$ cat src/rtl/itt_pkg.sv
// Shared types and constants for the interval min/max/total tracker.
// Used by itt_diff, itt_stats and interval_min_max_total_tracker.
// No dependencies.
package itt_pkg;

    // Width of the saturating total-seconds accumulator.
    localparam int TOTAL_SEC_BITS = 48;

    // Increment width: 32-bit interval seconds plus up to two carried seconds.
    localparam int ADD_W = 34;

    // Working width of the seconds sum, one bit above the wider operand.
    localparam int SUM_W = ((TOTAL_SEC_BITS > ADD_W) ? TOTAL_SEC_BITS : ADD_W) + 1;

    // Nanosecond arithmetic is done on 31 bits so that a sum of two 30-bit
    // values and twice the seconds unit both fit.
    localparam logic [30:0] NS_PER_SEC     = 31'd1000000000;
    localparam logic [30:0] TWO_NS_PER_SEC = 31'd2000000000;

    // Reset value of the limit registers and of the cleared minimum.
    localparam logic [31:0] ALL_ONES_32 = 32'hFFFF_FFFF;

    // Configuration register indexes.
    localparam int CFG_IDX_W = 1;
    localparam logic [CFG_IDX_W-1:0] CFG_LIMIT_SEC  = 1'b0;
    localparam logic [CFG_IDX_W-1:0] CFG_LIMIT_NSEC = 1'b1;

    // Largest interval that is still counted.
    typedef struct packed {
        logic [31:0] sec;
        logic [31:0] nsec;
    } limit_t;

    // Difference stage result handed to the statistics stage.
    typedef struct packed {
        logic               first;
        logic               used;
        logic signed [32:0] sec;
        logic [29:0]        nsec;
    } diff_t;

endpackage

$ cat src/rtl/itt_diff.sv
// Input register and interval difference stage of the tracker.
// Forms end minus start with nanosecond borrow and checks it against the limit.
// Depends on itt_pkg.
module itt_diff (
    input  logic           clk,
    input  logic           rst_n,
    input  logic           in_valid,
    output logic           in_stall,
    input  logic           first_sample,
    input  logic [31:0]    start_sec,
    input  logic [29:0]    start_nsec,
    input  logic [31:0]    end_sec,
    input  logic [29:0]    end_nsec,
    input  itt_pkg::limit_t limit,
    output logic           d_valid,
    input  logic           d_stall,
    output itt_pkg::diff_t d_item
);
    import itt_pkg::*;

    logic        s0_valid_reg;
    logic        s0_first_reg;
    logic [31:0] s0_start_sec_reg;
    logic [29:0] s0_start_nsec_reg;
    logic [31:0] s0_end_sec_reg;
    logic [29:0] s0_end_nsec_reg;
    logic        d_valid_reg;
    diff_t       d_item_reg;
    diff_t       d_item_next;

    logic               s0_free;
    logic               s1_free;
    logic signed [32:0] sec_raw;
    logic signed [30:0] ns_raw;
    logic               borrow;
    logic signed [32:0] dsec;
    logic signed [30:0] dnsec;
    logic               non_negative;
    logic               within_limit;

    // A stage may load when it is empty or its item moves on this cycle.
    assign s1_free  = !d_valid_reg || !d_stall;
    assign s0_free  = !s0_valid_reg || s1_free;
    assign in_stall = !s0_free;

    // Input register.
    always_ff @(posedge clk or negedge rst_n)
    begin
        if (!rst_n)
        begin
            s0_valid_reg <= 1'b0;
        end
        else if (s0_free)
        begin
            s0_valid_reg <= in_valid;
        end
    end

    always_ff @(posedge clk)
    begin
        if (in_valid && s0_free)
        begin
            s0_first_reg      <= first_sample;
            s0_start_sec_reg  <= start_sec;
            s0_start_nsec_reg <= start_nsec;
            s0_end_sec_reg    <= end_sec;
            s0_end_nsec_reg   <= end_nsec;
        end
    end

    // Difference with one borrowed second when the nanoseconds go negative.
    always_comb
    begin
        sec_raw = $signed({1'b0, s0_end_sec_reg}) - $signed({1'b0, s0_start_sec_reg});
        ns_raw  = $signed({1'b0, s0_end_nsec_reg}) - $signed({1'b0, s0_start_nsec_reg});
        borrow  = ns_raw[30];
        dsec    = sec_raw - $signed({32'd0, borrow});
        dnsec   = borrow ? (ns_raw + $signed(NS_PER_SEC)) : ns_raw;
    end

    // Accept only non-negative intervals no larger than the limit.
    always_comb
    begin
        non_negative = !dsec[32] && !dnsec[30];
        within_limit = (dsec[31:0] < limit.sec) ||
                       ((dsec[31:0] == limit.sec) && ({2'b00, dnsec[29:0]} <= limit.nsec));
        d_item_next.first = s0_first_reg;
        d_item_next.used  = non_negative && within_limit;
        d_item_next.sec   = dsec;
        d_item_next.nsec  = dnsec[29:0];
    end

    // Difference register.
    always_ff @(posedge clk or negedge rst_n)
    begin
        if (!rst_n)
        begin
            d_valid_reg <= 1'b0;
        end
        else if (s1_free)
        begin
            d_valid_reg <= s0_valid_reg;
        end
    end

    always_ff @(posedge clk)
    begin
        if (s0_valid_reg && s1_free)
        begin
            d_item_reg <= d_item_next;
        end
    end

    assign d_valid = d_valid_reg;
    assign d_item  = d_item_reg;

endmodule

$ cat src/rtl/itt_stats.sv
// Statistics stage of the tracker: total, minimum and maximum registers
// and the result register. Depends on itt_pkg.
module itt_stats (
    input  logic                                 clk,
    input  logic                                 rst_n,
    input  logic                                 d_valid,
    output logic                                 d_stall,
    input  itt_pkg::diff_t                       d_item,
    output logic                                 out_valid,
    input  logic                                 out_stall,
    output logic                                 sample_used,
    output logic signed [32:0]                   interval_sec,
    output logic [29:0]                          interval_nsec,
    output logic [itt_pkg::TOTAL_SEC_BITS-1:0]   sum_sec,
    output logic [29:0]                          sum_nsec,
    output logic [31:0]                          least_sec,
    output logic [31:0]                          least_nsec,
    output logic [31:0]                          most_sec,
    output logic [29:0]                          most_nsec
);
    import itt_pkg::*;

    // Running statistics.
    logic [TOTAL_SEC_BITS-1:0] total_sec_reg, total_sec_next;
    logic [29:0]               total_nsec_reg, total_nsec_next;
    logic [31:0]               min_sec_reg, min_sec_next;
    logic [31:0]               min_nsec_reg, min_nsec_next;
    logic [31:0]               max_sec_reg, max_sec_next;
    logic [29:0]               max_nsec_reg, max_nsec_next;

    // Result register.
    logic                      out_valid_reg;
    logic                      sample_used_reg;
    logic signed [32:0]        interval_sec_reg;
    logic [29:0]               interval_nsec_reg;

    logic                      d_accept;
    logic [31:0]               usec;
    logic [29:0]               unsec;
    logic [30:0]               ns_sum;
    logic [30:0]               ns_fold;
    logic [1:0]                carry;
    logic [ADD_W-1:0]          add_sec;
    logic [SUM_W-1:0]          sec_sum;
    logic                      new_min;
    logic                      new_max;

    assign d_stall  = out_valid_reg && out_stall;
    assign d_accept = d_valid && !d_stall;
    assign usec     = d_item.sec[31:0];
    assign unsec    = d_item.nsec;

    // Nanosecond carry: folding once or twice depends only on the raw sum.
    always_comb
    begin
        ns_sum = {1'b0, total_nsec_reg} + {1'b0, unsec};
        if (ns_sum >= TWO_NS_PER_SEC)
        begin
            ns_fold = ns_sum - TWO_NS_PER_SEC;
            carry   = 2'd2;
        end
        else if (ns_sum >= NS_PER_SEC)
        begin
            ns_fold = ns_sum - NS_PER_SEC;
            carry   = 2'd1;
        end
        else
        begin
            ns_fold = ns_sum;
            carry   = 2'd0;
        end
        add_sec = ADD_W'(usec) + ADD_W'(carry);
        sec_sum = SUM_W'(total_sec_reg) + SUM_W'(add_sec);
    end

    // Second-then-nanosecond comparisons for the extremes.
    always_comb
    begin
        new_min = (min_sec_reg > usec) ||
                  ((min_sec_reg == usec) && (min_nsec_reg > {2'b00, unsec}));
        new_max = (max_sec_reg < usec) ||
                  ((max_sec_reg == usec) && (max_nsec_reg < unsec));
    end

    // Next statistics: clear on a first sample, then take a used interval.
    always_comb
    begin
        total_sec_next  = total_sec_reg;
        total_nsec_next = total_nsec_reg;
        min_sec_next    = min_sec_reg;
        min_nsec_next   = min_nsec_reg;
        max_sec_next    = max_sec_reg;
        max_nsec_next   = max_nsec_reg;
        if (d_item.first)
        begin
            if (d_item.used)
            begin
                total_sec_next  = TOTAL_SEC_BITS'(usec);
                total_nsec_next = unsec;
                min_sec_next    = usec;
                min_nsec_next   = {2'b00, unsec};
                max_sec_next    = usec;
                max_nsec_next   = unsec;
            end
            else
            begin
                total_sec_next  = '0;
                total_nsec_next = '0;
                min_sec_next    = ALL_ONES_32;
                min_nsec_next   = ALL_ONES_32;
                max_sec_next    = '0;
                max_nsec_next   = '0;
            end
        end
        else if (d_item.used)
        begin
            total_nsec_next = ns_fold[29:0];
            if (|sec_sum[SUM_W-1:TOTAL_SEC_BITS])
            begin
                total_sec_next = '1;
            end
            else
            begin
                total_sec_next = sec_sum[TOTAL_SEC_BITS-1:0];
            end
            if (new_min)
            begin
                min_sec_next  = usec;
                min_nsec_next = {2'b00, unsec};
            end
            if (new_max)
            begin
                max_sec_next  = usec;
                max_nsec_next = unsec;
            end
        end
    end

    // Statistics registers.
    always_ff @(posedge clk or negedge rst_n)
    begin
        if (!rst_n)
        begin
            total_sec_reg  <= '0;
            total_nsec_reg <= '0;
            min_sec_reg    <= ALL_ONES_32;
            min_nsec_reg   <= ALL_ONES_32;
            max_sec_reg    <= '0;
            max_nsec_reg   <= '0;
        end
        else if (d_accept)
        begin
            total_sec_reg  <= total_sec_next;
            total_nsec_reg <= total_nsec_next;
            min_sec_reg    <= min_sec_next;
            min_nsec_reg   <= min_nsec_next;
            max_sec_reg    <= max_sec_next;
            max_nsec_reg   <= max_nsec_next;
        end
    end

    // Result valid flag.
    always_ff @(posedge clk or negedge rst_n)
    begin
        if (!rst_n)
        begin
            out_valid_reg <= 1'b0;
        end
        else if (d_accept)
        begin
            out_valid_reg <= 1'b1;
        end
        else if (!out_stall)
        begin
            out_valid_reg <= 1'b0;
        end
    end

    // Per-item result fields.
    always_ff @(posedge clk)
    begin
        if (d_accept)
        begin
            sample_used_reg   <= d_item.used;
            interval_sec_reg  <= d_item.sec;
            interval_nsec_reg <= d_item.nsec;
        end
    end

    assign out_valid     = out_valid_reg;
    assign sample_used   = sample_used_reg;
    assign interval_sec  = interval_sec_reg;
    assign interval_nsec = interval_nsec_reg;
    assign sum_sec       = total_sec_reg;
    assign sum_nsec      = total_nsec_reg;
    assign least_sec     = min_sec_reg;
    assign least_nsec    = min_nsec_reg;
    assign most_sec      = max_sec_reg;
    assign most_nsec     = max_nsec_reg;

    // After a used interval the minimum never lies above the maximum.
    assert property (@(posedge clk) disable iff (!rst_n)
        (out_valid_reg && sample_used_reg) |->
        ((min_sec_reg < max_sec_reg) ||
         ((min_sec_reg == max_sec_reg) && (min_nsec_reg <= {2'b00, max_nsec_reg}))))
        else $error("minimum above maximum after a used interval");

    // An ignored item that is not a first sample leaves the statistics alone.
    assert property (@(posedge clk) disable iff (!rst_n)
        (d_accept && !d_item.used && !d_item.first) |=>
        (total_sec_reg == $past(total_sec_reg) && min_sec_reg == $past(min_sec_reg) &&
         max_sec_reg == $past(max_sec_reg)))
        else $error("statistics changed on an ignored item");

    // An ignored first sample leaves the statistics cleared.
    assert property (@(posedge clk) disable iff (!rst_n)
        (d_accept && !d_item.used && d_item.first) |=>
        (total_sec_reg == '0 && min_sec_reg == ALL_ONES_32 && max_sec_reg == '0))
        else $error("statistics not cleared on an ignored first sample");

    // Outside a first sample the seconds total never goes down.
    assert property (@(posedge clk) disable iff (!rst_n)
        (d_accept && !d_item.first) |=> (total_sec_reg >= $past(total_sec_reg)))
        else $error("seconds total decreased");

endmodule

$ cat src/rtl/interval_min_max_total_tracker.sv
// Top level of the interval min/max/total tracker: limit registers and the
// difference and statistics stages. Depends on itt_pkg, itt_diff and itt_stats.
//
// The tracker takes one start/end timestamp pair per clock while in_stall is
// low and returns one item per input item, in order, with the interval,
// whether it was counted, and the total, minimum and maximum after the
// update. An accepted item passes three register stages in order (input,
// difference, result). Sustained rate is one item per clock while out_stall
// is low, set by the statistics registers, whose update loop (nanosecond
// fold, saturating seconds add, extreme compares) is closed combinationally.
// Write the limit registers only while no item is in flight.
module interval_min_max_total_tracker (
    input  logic                                 clk,
    input  logic                                 rst_n,
    input  logic                                 cfg_we,
    input  logic [itt_pkg::CFG_IDX_W-1:0]        cfg_index,
    input  logic [31:0]                          cfg_data,
    input  logic                                 in_valid,
    output logic                                 in_stall,
    input  logic                                 first_sample,
    input  logic [31:0]                          start_sec,
    input  logic [29:0]                          start_nsec,
    input  logic [31:0]                          end_sec,
    input  logic [29:0]                          end_nsec,
    output logic                                 out_valid,
    input  logic                                 out_stall,
    output logic                                 sample_used,
    output logic signed [32:0]                   interval_sec,
    output logic [29:0]                          interval_nsec,
    output logic [itt_pkg::TOTAL_SEC_BITS-1:0]   sum_sec,
    output logic [29:0]                          sum_nsec,
    output logic [31:0]                          least_sec,
    output logic [31:0]                          least_nsec,
    output logic [31:0]                          most_sec,
    output logic [29:0]                          most_nsec
);
    import itt_pkg::*;

    limit_t limit_reg;
    logic   d_valid;
    logic   d_stall;
    diff_t  d_item;

    // Limit registers.
    always_ff @(posedge clk or negedge rst_n)
    begin
        if (!rst_n)
        begin
            limit_reg.sec  <= ALL_ONES_32;
            limit_reg.nsec <= ALL_ONES_32;
        end
        else if (cfg_we)
        begin
            case (cfg_index)
                CFG_LIMIT_SEC:  limit_reg.sec  <= cfg_data;
                CFG_LIMIT_NSEC: limit_reg.nsec <= cfg_data;
                default:        limit_reg      <= limit_reg;
            endcase
        end
    end

    // Input register and difference stage.
    itt_diff u_diff (
        .clk          (clk),
        .rst_n        (rst_n),
        .in_valid     (in_valid),
        .in_stall     (in_stall),
        .first_sample (first_sample),
        .start_sec    (start_sec),
        .start_nsec   (start_nsec),
        .end_sec      (end_sec),
        .end_nsec     (end_nsec),
        .limit        (limit_reg),
        .d_valid      (d_valid),
        .d_stall      (d_stall),
        .d_item       (d_item)
    );

    // Statistics update and result register.
    itt_stats u_stats (
        .clk           (clk),
        .rst_n         (rst_n),
        .d_valid       (d_valid),
        .d_stall       (d_stall),
        .d_item        (d_item),
        .out_valid     (out_valid),
        .out_stall     (out_stall),
        .sample_used   (sample_used),
        .interval_sec  (interval_sec),
        .interval_nsec (interval_nsec),
        .sum_sec       (sum_sec),
        .sum_nsec      (sum_nsec),
        .least_sec     (least_sec),
        .least_nsec    (least_nsec),
        .most_sec      (most_sec),
        .most_nsec     (most_nsec)
    );

endmodule

$ cat config.mk
export PLATFORM = sky130hd
export DESIGN_NAME = interval_min_max_total_tracker
export DESIGN_NICKNAME = d
export VERILOG_FILES = /design/src/rtl/itt_pkg.sv /design/src/rtl/itt_diff.sv /design/src/rtl/itt_stats.sv /design/src/rtl/interval_min_max_total_tracker.sv
export SDC_FILE = /design/constraint.sdc
export NUM_CORES = 1
export LEC_CHECK = 0
export ABC_AREA = 1
export ABC_CLOCK_PERIOD_IN_PS = 14000
export BUFFER_PORTS_ARGS = -buffer_cell sky130_fd_sc_hd__buf_2
export CORE_MARGIN = 2
export CORE_UTILIZATION = 45
export CTS_CLUSTER_SIZE = 14
export DETAILED_ROUTE_END_ITERATION = 16
export PLACE_DENSITY = 0.61
export REMOVE_ABC_BUFFERS = 1
export SLEW_MARGIN = 20
export SYNTH_ARGS = -nofsm -noshare
export SYNTH_HDL_FRONTEND = slang
export SYNTH_SLANG_ARGS = --single-unit
$ cat constraint.sdc
create_clock -name clk -period 14 [get_ports clk]
set_input_delay 1.4 -clock clk [delete_from_list [all_inputs] [get_ports clk]]
set_output_delay 1.4 -clock clk [all_outputs]
set_load 0.03 [all_outputs]
== After elaboration in Yosys (flattened, before gate mapping) ==
Index checks and enable logic that the tools add are counted.

* Flip-flop bits (word level): 525
* Bits of input ports: 163
* Output and inout bits: 270
* Word-level logic and storage cells: 102

* $add $sub $neg: 9
* Order comparisons: 8
* Equality and inequality tests: 4
* Mux-type cells: 29
* Bitwise operators: 1
* Reduce and logical (&&, ||, !) cells: 28

{| class="wikitable"
|+ Operators with widths
! cell !! count
|-
| $mux W32 || 13
|-
| $mux W30 || 8
|-
| $mux W48 || 3
|-
| $eq A32 B32 Y1 || 3
|-
| $lt A32 B32 Y1 || 2
|-
| $sub A30 B30 Y30 const B || 2
|-
| $add A48 B34 Y49 || 1
|-
| $add A32 B2 Y33 || 1
|-
| $sub A32 B32 Y33 || 1
|-
| $sub A33 B2 Y33 || 1
|-
| $gt A32 B30 Y1 || 1
|-
| $gt A32 B32 Y1 || 1
|-
| $le A30 B32 Y1 || 1
|-
| $add A30 B30 Y31 || 1
|-
| $add A31 B31 Y31 const B || 1
|-
| $ge A31 B30 Y1 const B || 1
|-
| $ge A31 B31 Y1 const B || 1
|-
| $mux W31 || 1
|-
| $sub A30 B30 Y31 || 1
|-
| $lt A30 B30 Y1 || 1
|-
| $logic_and A1 B1 Y1 || 9
|-
| $logic_not A1 Y1 || 6
|-
| $reduce_and A2 Y1 || 3
|-
| $reduce_and A3 Y1 || 2
|-
| other kinds (6) || 14
|}

== Depth between registers and ports, before layout ==
Gate-level depths: netlist (run 1).

* Depth after elaboration: 9
* Depth in mapped cells: 53
* Depth with buffers taken out: 52

== Modules after synthesis ==
A second synthesis (run 1) with hierarchy kept.

* Cell total of the unflattened synthesis: 4,454
* Area total of the unflattened synthesis: 35,760.5 µm²

{| class="wikitable"
|+ By module, submodules not included
! module !! times used !! cells each !! area each (µm²)
|-
| itt_stats || 1 || 2,651 || 19,965.4
|-
| itt_diff || 1 || 1,524 || 13,100.1
|-
| interval_min_max_total_tracker || 1 || 279 || 2,695.1
|}

== Worst setup path before layout (run 1) ==
No wires, ideal clock.

* Kind: input to register
* From: input port out_stall
* To: register u_diff.s0_end_nsec_reg[0] (enable)
* Library setup time: 0.611 ns
* Data arrival time: 6.972 ns
* Data required time: 13.389 ns
* Setup slack: 6.417 ns
* Stages on the path: 5
* Buffers on the path: 0
* Cell sequence: nand2_1 -> nor2_1 -> inv_1 -> nor2_1 -> nor2_1

* Longest elaborated chain between the ends: 5

{| class="wikitable"
|+ Ends and longest elaborated chain
! what !! RTL line !! RTL
|-
| start: declaration || interval_min_max_total_tracker.sv:26 || <nowiki>input logic out_stall,</nowiki>
|-
| $logic_and A1 B1 Y1 || itt_stats.sv:48 || <nowiki>assign d_stall = out_valid_reg && out_stall;</nowiki>
|-
| $logic_not A1 Y1 || itt_diff.sv:42 || <nowiki>assign s1_free = !d_valid_reg || !d_stall;</nowiki>
|-
| $logic_or A1 B1 Y1 || itt_diff.sv:42 ||
|-
| $logic_or A1 B1 Y1 || itt_diff.sv:43 || <nowiki>assign s0_free = !s0_valid_reg || s1_free;</nowiki>
|-
| $logic_and A1 B1 Y1 || itt_diff.sv:61 || <nowiki>if (in_valid && s0_free)</nowiki>
|-
| end signal: assignment || itt_diff.sv:67 || <nowiki>s0_end_nsec_reg <= end_nsec;</nowiki>
|-
| end: declaration || itt_diff.sv:26 || <nowiki>logic [29:0] s0_end_nsec_reg;</nowiki>
|}

Every way passes these cells.
A chain may end at the register's enable or synchronous reset.

== Worst setup path in the final report (run 1) ==
* From: register u_diff.d_item_reg, in the netlist u_diff.d_item[0]
* To: register u_stats.total_sec_reg[46] (netlist: u_stats.sum_sec[46])

* Longest elaborated chain between the ends: 9
* Elaborated cells on any way between the ends: 10
* Classes of those cells: add/sub: 3; order compare: 2; mux: 5

{| class="wikitable"
|+ Ends and longest elaborated chain
! what !! RTL line !! RTL
|-
| start: declaration || itt_diff.sv:28 || <nowiki>diff_t d_item_reg;</nowiki>
|-
| start signal: assignment || itt_diff.sv:110 || <nowiki>d_item_reg <= d_item_next;</nowiki>
|-
| $add A30 B30 Y31 (*) || itt_stats.sv:56 || <nowiki>ns_sum = {1'b0, total_nsec_reg} + {1'b0, unsec};</nowiki>
|-
| $ge A31 B30 Y1 || itt_stats.sv:62 || <nowiki>else if (ns_sum >= NS_PER_SEC)</nowiki>
|-
| $mux W1 || itt_stats.sv:62 ||
|-
| $mux W2 (*) || itt_stats.sv:57 || <nowiki>if (ns_sum >= TWO_NS_PER_SEC)</nowiki>
|-
| $add A32 B2 Y33 (*) || itt_stats.sv:72 || <nowiki>add_sec = ADD_W'(usec) + ADD_W'(carry);</nowiki>
|-
| $add A48 B34 Y49 (*) || itt_stats.sv:73 || <nowiki>sec_sum = SUM_W'(total_sec_reg) + SUM_W'(add_sec);</nowiki>
|-
| $mux W48 (*) || itt_stats.sv:118 || <nowiki>if (|sec_sum[SUM_W-1:TOTAL_SEC_BITS])</nowiki>
|-
| $mux W48 (*) || itt_stats.sv:115 || <nowiki>else if (d_item.used)</nowiki>
|-
| $mux W48 (*) || itt_stats.sv:94 || <nowiki>if (d_item.first)</nowiki>
|-
| end signal: assignment || itt_stats.sv:153 || <nowiki>total_sec_reg <= total_sec_next;</nowiki>
|-
| end: declaration || itt_stats.sv:24 || <nowiki>logic [TOTAL_SEC_BITS-1:0] total_sec_reg, total_sec_next;</nowiki>
|}

Mark *: on every way between the ends. The rest lies on a longest branch, timed or not. The select of a mux whose other input is x is not followed.

==> results of run 1 <==
## Yosys cell counts, types with 13 or more instances
| master | number | area share, % |
|---|---|---|
| nand2_2 | 38 | 0.67 |
| xor2_1 | 109 | 2.7 |
| inv_1 | 665 | 7.1 |
| clkbuf_1 | 77 | 0.82 |
| nor2_2 | 16 | 0.28 |
| nor4_1 | 14 | 0.25 |
| o21a_1 | 13 | 0.28 |
| o221ai_1 | 13 | 0.32 |
| o211ai_1 | 40 | 0.85 |
| dfstp_2 | 127 | 9.4 |
| nand3_1 | 166 | 2.4 |
| a31oi_1 | 18 | 0.32 |
| nor2_1 | 328 | 3.5 |
| o21ai_1 | 25 | 0.35 |
| xnor2_1 | 36 | 0.89 |
| ha_1 | 348 | 12 |
| nand2_1 | 1114 | 12 |
| nand4_1 | 60 | 1.1 |
| o21ai_0 | 334 | 4.7 |
| edfxtp_1 | 254 | 22 |
| dfrtp_1 | 143 | 10 |
| a21oi_1 | 263 | 3.7 |
| nor3_1 | 40 | 0.57 |
## metal layers
layer	part of all wire [%]	wire [µm]
met2	48	58500
met3	5.5	6600
met1	42	51400
met4	3.7	4470
met5	0	0
## layout make-up
type	count	share of cell area (%)
well taps	1040	3.20
flip-flops and latches	524	35.7
clock inverters	34	0.983
repair buffers	452	5.71
diodes	2	0.0123
inverters	681	6.28
multi-input cells	3107	44.0
clock buffers	80	4.07
## through the flow
| step | instance area, µm² | power (mW) | utilization, % | cells | setup WS [ns] |
|---|---|---|---|---|---|
| 2_1_floorplan | 35000 | 6.38 | - | 4312 | 1.52 |
| 3_3_place_gp | 38600 | 8.23 | 49.8 | 5804 | 5.27 |
| 3_5_place_dp | 38600 | 8.25 | 49.8 | 5804 | 5.17 |
| 4_1_cts | 40700 | 9.92 | 52.4 | 5918 | 5.09 |
| 5_1_grt | 40700 | 10.7 | 52.5 | 5920 | 4.17 |
| 6_report | 40700 | 9.92 | 52.5 | 5920 | 5.02 |
## where the power goes
group          switching, mW  leakage [nW]  internal [mW]
clock network          0.687         0.991          0.948
registers              0.498          5.59           2.15
logic                   3.91          13.6           1.73
## worst register-to-register path: cells and delay by family, from the launching register on
family	cells	cell delay, ns
and+or+nand+nor	27	5.08
adders and majority gates	5	1.61
buffers and inverters	6	0.91
AOI/OAI and AO/OA	5	0.63
DFF	1	0.44
xor gates and xnor gates	1	0.15
## cells by family after synthesis
kind of cell	share of synthesized area [%]
AND/OR/NAND/NOR	22.0
AO/OA/AOI/OAI	12.2
adder cells (fa/ha/maj)	12.7
buffers and inverters	8.36
flip-flops	41.1
XOR/XNOR	3.64
## worst min-delay path by stage
stage,endpoint,cells after the start
after floorplan,u_diff.d_item[64]$_DFFE_PP_,0
after global placement,u_diff.d_item[64]$_DFFE_PP_,0
after detailed placement,u_diff.d_item[64]$_DFFE_PP_,0
after CTS,u_diff.d_item[64]$_DFFE_PP_,0
after global routing,u_diff.d_item[64]$_DFFE_PP_,0
final,u_diff.d_item[64]$_DFFE_PP_,0
==> results.json, run 1 <==
{
  "fillers": 7676,
  "cts.sinks": 524,
  "final_cell_mix": "nand2_1, inv_1, buf_2",
  "slew_headroom_pct": 31.9,
  "grt_pass1_vias": 29970,
  "clkTransAtPathRegs_ns": 0.06,
  "timing.hold.ws_ns": 0.425,
  "vias": 31247,
  "min_period_ns": 8.98,
  "crit_type": "flip-flop to flip-flop",
  "grt.met2_usage_pct": 50.6,
  "syn-instance-count": 4403,
  "final_nets": 5343,
  "track_usage_pct": 29.3,
  "cp.depth": 44,
  "ctsResizeCount": 0,
  "leakage_nw": 20.2,
  "syn_area_um2": 35400,
  "port-buffer-count": 432,
  "grtUsageMet3_pct": 4.08,
  "grt_max_degree": 113,
  "skew_ns": 0.0426,
  "r2r_cells": 44,
  "drt_iter0_markers": 2274,
  "htreeDepth": 2,
  "slowest_delay_ns": 0.64,
  "timing.fmax_ghz": 0.111,
  "startpoint": "u_diff.d_item[0]$_DFFE_PP_",
  "drt-total-wl_um": 121000,
  "coreArea_um2": 77600,
  "power_density_nw_per_um2": 244,
  "tightest_slew_ns": 1.02,
  "dieArea_um2": 80800,
  "ys.flop_type": "edfxtp_1",
  "yosys_warnings": 0,
  "yosysSeqAreaShare_pct": 41.1,
  "cts_tree": "yes",
  "busiest_layer": "met2",
  "grt_use_met1_pct": 37.5,
  "drv_cap": 0,
  "synth_seq_cells": 524,
  "fin_crit_sh_pct": 64.1,
  "ant_nets": 0,
  "hold_class": "flip-flop to flip-flop",
  "initial_utilization_pct": 45.6,
  "synth-edff-count": 254,
  "wire_per_inst_um": 20.4,
  "grt_pass1_wl_um": 181000,
  "finalSetupViolations": 0,
  "register_area_um2": 14500,
  "dieHeight_um": 284,
  "cp_data_required_time_ns": 14.50,
  "rsz0062_at_grt": "no",
  "reg2reg_slack_ns": 5.02,
  "crit_path_frequent_cell": "nand2_1",
  "rows": 102,
  "async_reset_ff_share_pct": 51.5,
  "r2r-end": "u_stats.sum_sec[46]$_DFFE_PN0P_",
  "path_delay_family": "simple AND/OR/NAND/NOR gates",
  "final_common_cell": "nand2_1",
  "clk_path_buf_depth": 3,
  "fp.dieW_um": 284,
  "fin_setup_tns_ns": 0,
  "worstHoldStart": "u_diff.s0_first_reg$_DFFE_PP_",
  "syn_avg_cell_area_um2": 8.03,
  "maxSlewViolCount": 0,
  "drive_above_1_share_pct": 16.4,
  "pin_count": 433,
  "regToRegStartpoint": "u_diff.d_item[0]$_DFFE_PP_",
  "area_growth_pct": 15.2,
  "cp-endpoint": "u_stats.sum_sec[46]$_DFFE_PN0P_",
  "multiInputGateArea_um2": 17900,
  "dpl.hpwl_um": 96000,
  "vias_per_cell": 5.28,
  "drt_pass1_iterations": 9,
  "cp-start-kind": "flip-flop",
  "drcViolationCount": 0,
  "largest_reg_flops": 65,
  "gp_congestion": 0.967,
  "postCtsHoldBufs": 0,
  "status": "finished clean",
  "ir_drop_mv": 0.131,
  "worst-path-buf-inv": 6,
  "cts_made_buffers": 60,
  "critPathArrivalTime_ns": 9.47,
  "clk-insertion-delay-late_ns": 0.67,
  "clockRootBuffer": "clkbuf_16",
  "cp_slowest_cell": "nand3_2",
  "ys_types": 70,
  "postCtsSetupBuffers": 0,
  "hold_viol_final": 0,
  "grt_antenna_before_repair": 3,
  "crit_fanout": 39,
  "overflow": 0,
  "crit_path_end_kind": "flip-flop"
}
Note: power is estimated with default switching activity, not from simulation.
==> run 2: changes to the inputs <==
- ABC_CLOCK_PERIOD_IN_PS: 14000 -> 7550
- PLACE_DENSITY: 0.61 -> 0.64
- clock period: 14 -> 7.55 ns (I/O delays scaled with it)
==> results.json, run 2 (same netlist as run 1, synthesis figures left out) <==
{
  "status": "finished clean",
  "dieArea_um2": 80800,
  "vias_per_cell": 5.26,
  "cts.sinks": 524,
  "regToRegStartpoint": "u_stats.sum_nsec[0]$_DFFE_PN0P_",
  "clk-insertion-delay-late_ns": 0.66,
  "drt-total-wl_um": 120000,
  "fp.dieW_um": 284,
  "crit_path_frequent_cell": "nand2_1",
  "grt_max_degree": 154,
  "hold_class": "primary input to flip-flop",
  "drcViolationCount": 0,
  "vias": 31731,
  "rows": 102,
  "busiest_layer": "met2",
  "final_area_um2": 42300,
  "initial_utilization_pct": 45.6,
  "pre_cts_slack_ns": 0.0855,
  "crit_type": "flip-flop to flip-flop",
  "grt_pass1_vias": 30260,
  "hold_path_end": "u_diff.s0_start_nsec_reg[3]$_DFFE_PP_",
  "coreArea_um2": 77600,
  "largest_reg_flops": 65,
  "slowest_delay_ns": 0.44,
  "port-buffer-count": 432,
  "ir_drop_mv": 0.262,
  "htreeDepth": 2,
  "area_growth_pct": 19.6,
  "worst-path-buf-inv": 8,
  "leakage_nw": 20.8,
  "cp_data_required_time_ns": 8.10,
  "ant_nets": 0,
  "overflow": 0,
  "dieHeight_um": 284,
  "tightest_slew_ns": 1.06,
  "crit_fanout": 12,
  "wire_per_inst_um": 19.9,
  "slew_headroom_pct": 29.1,
  "dpl-instance-area_um2": 39400,
  "min_period_ns": 7.10,
  "final_nets": 5460,
  "fin_crit_sh_pct": 94.1,
  "reg2reg_slack_ns": 0.45,
  "fin_ws_ns": 0.447,
  "finalPower_mw": 19.2,
  "power_density_nw_per_um2": 453,
  "clockRootBuffer": "clkbuf_16",
  "worstHoldStart": "start_nsec[3]",
  "pin_count": 433,
  "timing.hold.ws_ns": 0.260,
  "cts_tree": "yes",
  "track_usage_pct": 28.9,
  "grtUsageMet3_pct": 3.42,
  "skew_ns": 0.0396,
  "cp-start-kind": "flip-flop",
  "path_delay_family": "simple AND/OR/NAND/NOR gates",
  "dpl.hpwl_um": 95100,
  "hold_viol_final": 0,
  "grt.met2_usage_pct": 48.9,
  "timing.fmax_ghz": 0.141,
  "grt_antenna_before_repair": 9,
  "r2r-end": "u_stats.sum_sec[41]$_DFFE_PN0P_",
  "drive_above_1_share_pct": 20.4,
  "r2r_cells": 47,
  "drv_cap": 0,
  "cts_made_buffers": 59,
  "drt_iter0_markers": 2428,
  "crit_path_end_kind": "flip-flop",
  "maxSlewViolCount": 0,
  "holdPathStages": 1,
  "clk_path_buf_depth": 3,
  "grt_pass1_wl_um": 180000,
  "drt_pass1_iterations": 5,
  "grt_use_met1_pct": 37.9,
  "gp_congestion": 0.971,
  "clkTransAtPathRegs_ns": 0.06,
  "cp_slowest_cell": "fa_1",
  "final_cell_mix": "nand2_1, inv_1, buf_2",
  "critPathArrivalTime_ns": 7.65,
  "final_common_cell": "nand2_1",
  "finalSetupViolations": 0
}
==> run 2: cell types whose count changed in the layout (fill, tap and decap cells not counted), moves of 5 or more <==
cell	delta
a21oi_1	-10
a21oi_2	+10
buf_4	+116
clkbuf_1	-10
ha_1	-29
ha_2	+5
ha_4	+24
nand2_1	-17
nand2_2	+15
nand3_1	-8
nand3_2	+6
nor2_1	-11
nor2_2	+8
o21ai_0	-7
==> run 2: worst reg2reg max path, delay by kind of cell, from the launching register on <==
kind	cells	cell delay, ns
DFF	1	0.41
adders and majority gates	4	1.26
xor gates and xnor gates	2	0.22
buffers and inverters	8	0.83
AOI/OAI and AO/OA	3	0.31
and+or+nand+nor	30	3.97
==> run 2: worst max-delay path by stage <==
stage	endpoint	slack (ns)	startpoint	cells past startpoint
2_1_floorplan	u_stats.least_nsec[0]$_DFFE_PN1P_	-4.28	out_stall	7
3_3_place_gp	u_stats.sum_sec[41]$_DFFE_PN0P_	0.13	u_diff.d_item[8]$_DFFE_PP_	47
3_5_place_dp	u_stats.sum_sec[46]$_DFFE_PN0P_	0.09	u_diff.d_item[8]$_DFFE_PP_	46
4_1_cts	u_stats.sum_sec[46]$_DFFE_PN0P_	0.06	u_diff.d_item[8]$_DFFE_PP_	45
5_1_grt	u_stats.sum_sec[46]$_DFFE_PN0P_	-0.11	u_stats.sum_nsec[0]$_DFFE_PN0P_	47
6_report	u_stats.sum_sec[41]$_DFFE_PN0P_	0.45	u_stats.sum_nsec[0]$_DFFE_PN0P_	47
==> run 2: through the flow <==
step | setup TNS, ns | std cells | util (%)
2_1_floorplan | -755.84 | 4312 | -
3_3_place_gp | 0 | 5905 | 50.8
3_5_place_dp | 0 | 5905 | 50.8
4_1_cts | 0 | 6017 | 53.5
5_1_grt | -0.982 | 6033 | 54.5
6_report | 0 | 6034 | 54.5
==> run 2: final cells by class <==
cell class / instances / area [µm²]
inverter: 681 / 2560
antenna: 1 / 2.50
timing repair buffer: 570 / 3240
tap: 1040 / 1300
clock buffer: 69 / 1610
fill: 7417 / 35300
multi-input combinational: 3107 / 18500
sequential: 524 / 14500
clock inverter: 42 / 482
==> run 2: timing repair <==
action,CTS,global route
hold endpoints to repair,24,0
resized for setup,0,128
hold buffers,1,0
setup buffers,0,16
setup endpoints to repair,0,49
==> run 2: layer usage <==
metal	share of wire [%]	routed length, µm
met3	5.2	6220
met4	4.0	4810
met2	48	57200
met1	43	51600
met5	0.051	61
==> run 2: where the power goes <==
group | switching [mW] | internal (mW)
Combinational | 7.52 | 3.73
Sequential | 0.846 | 3.99
Clock | 1.30 | 1.78
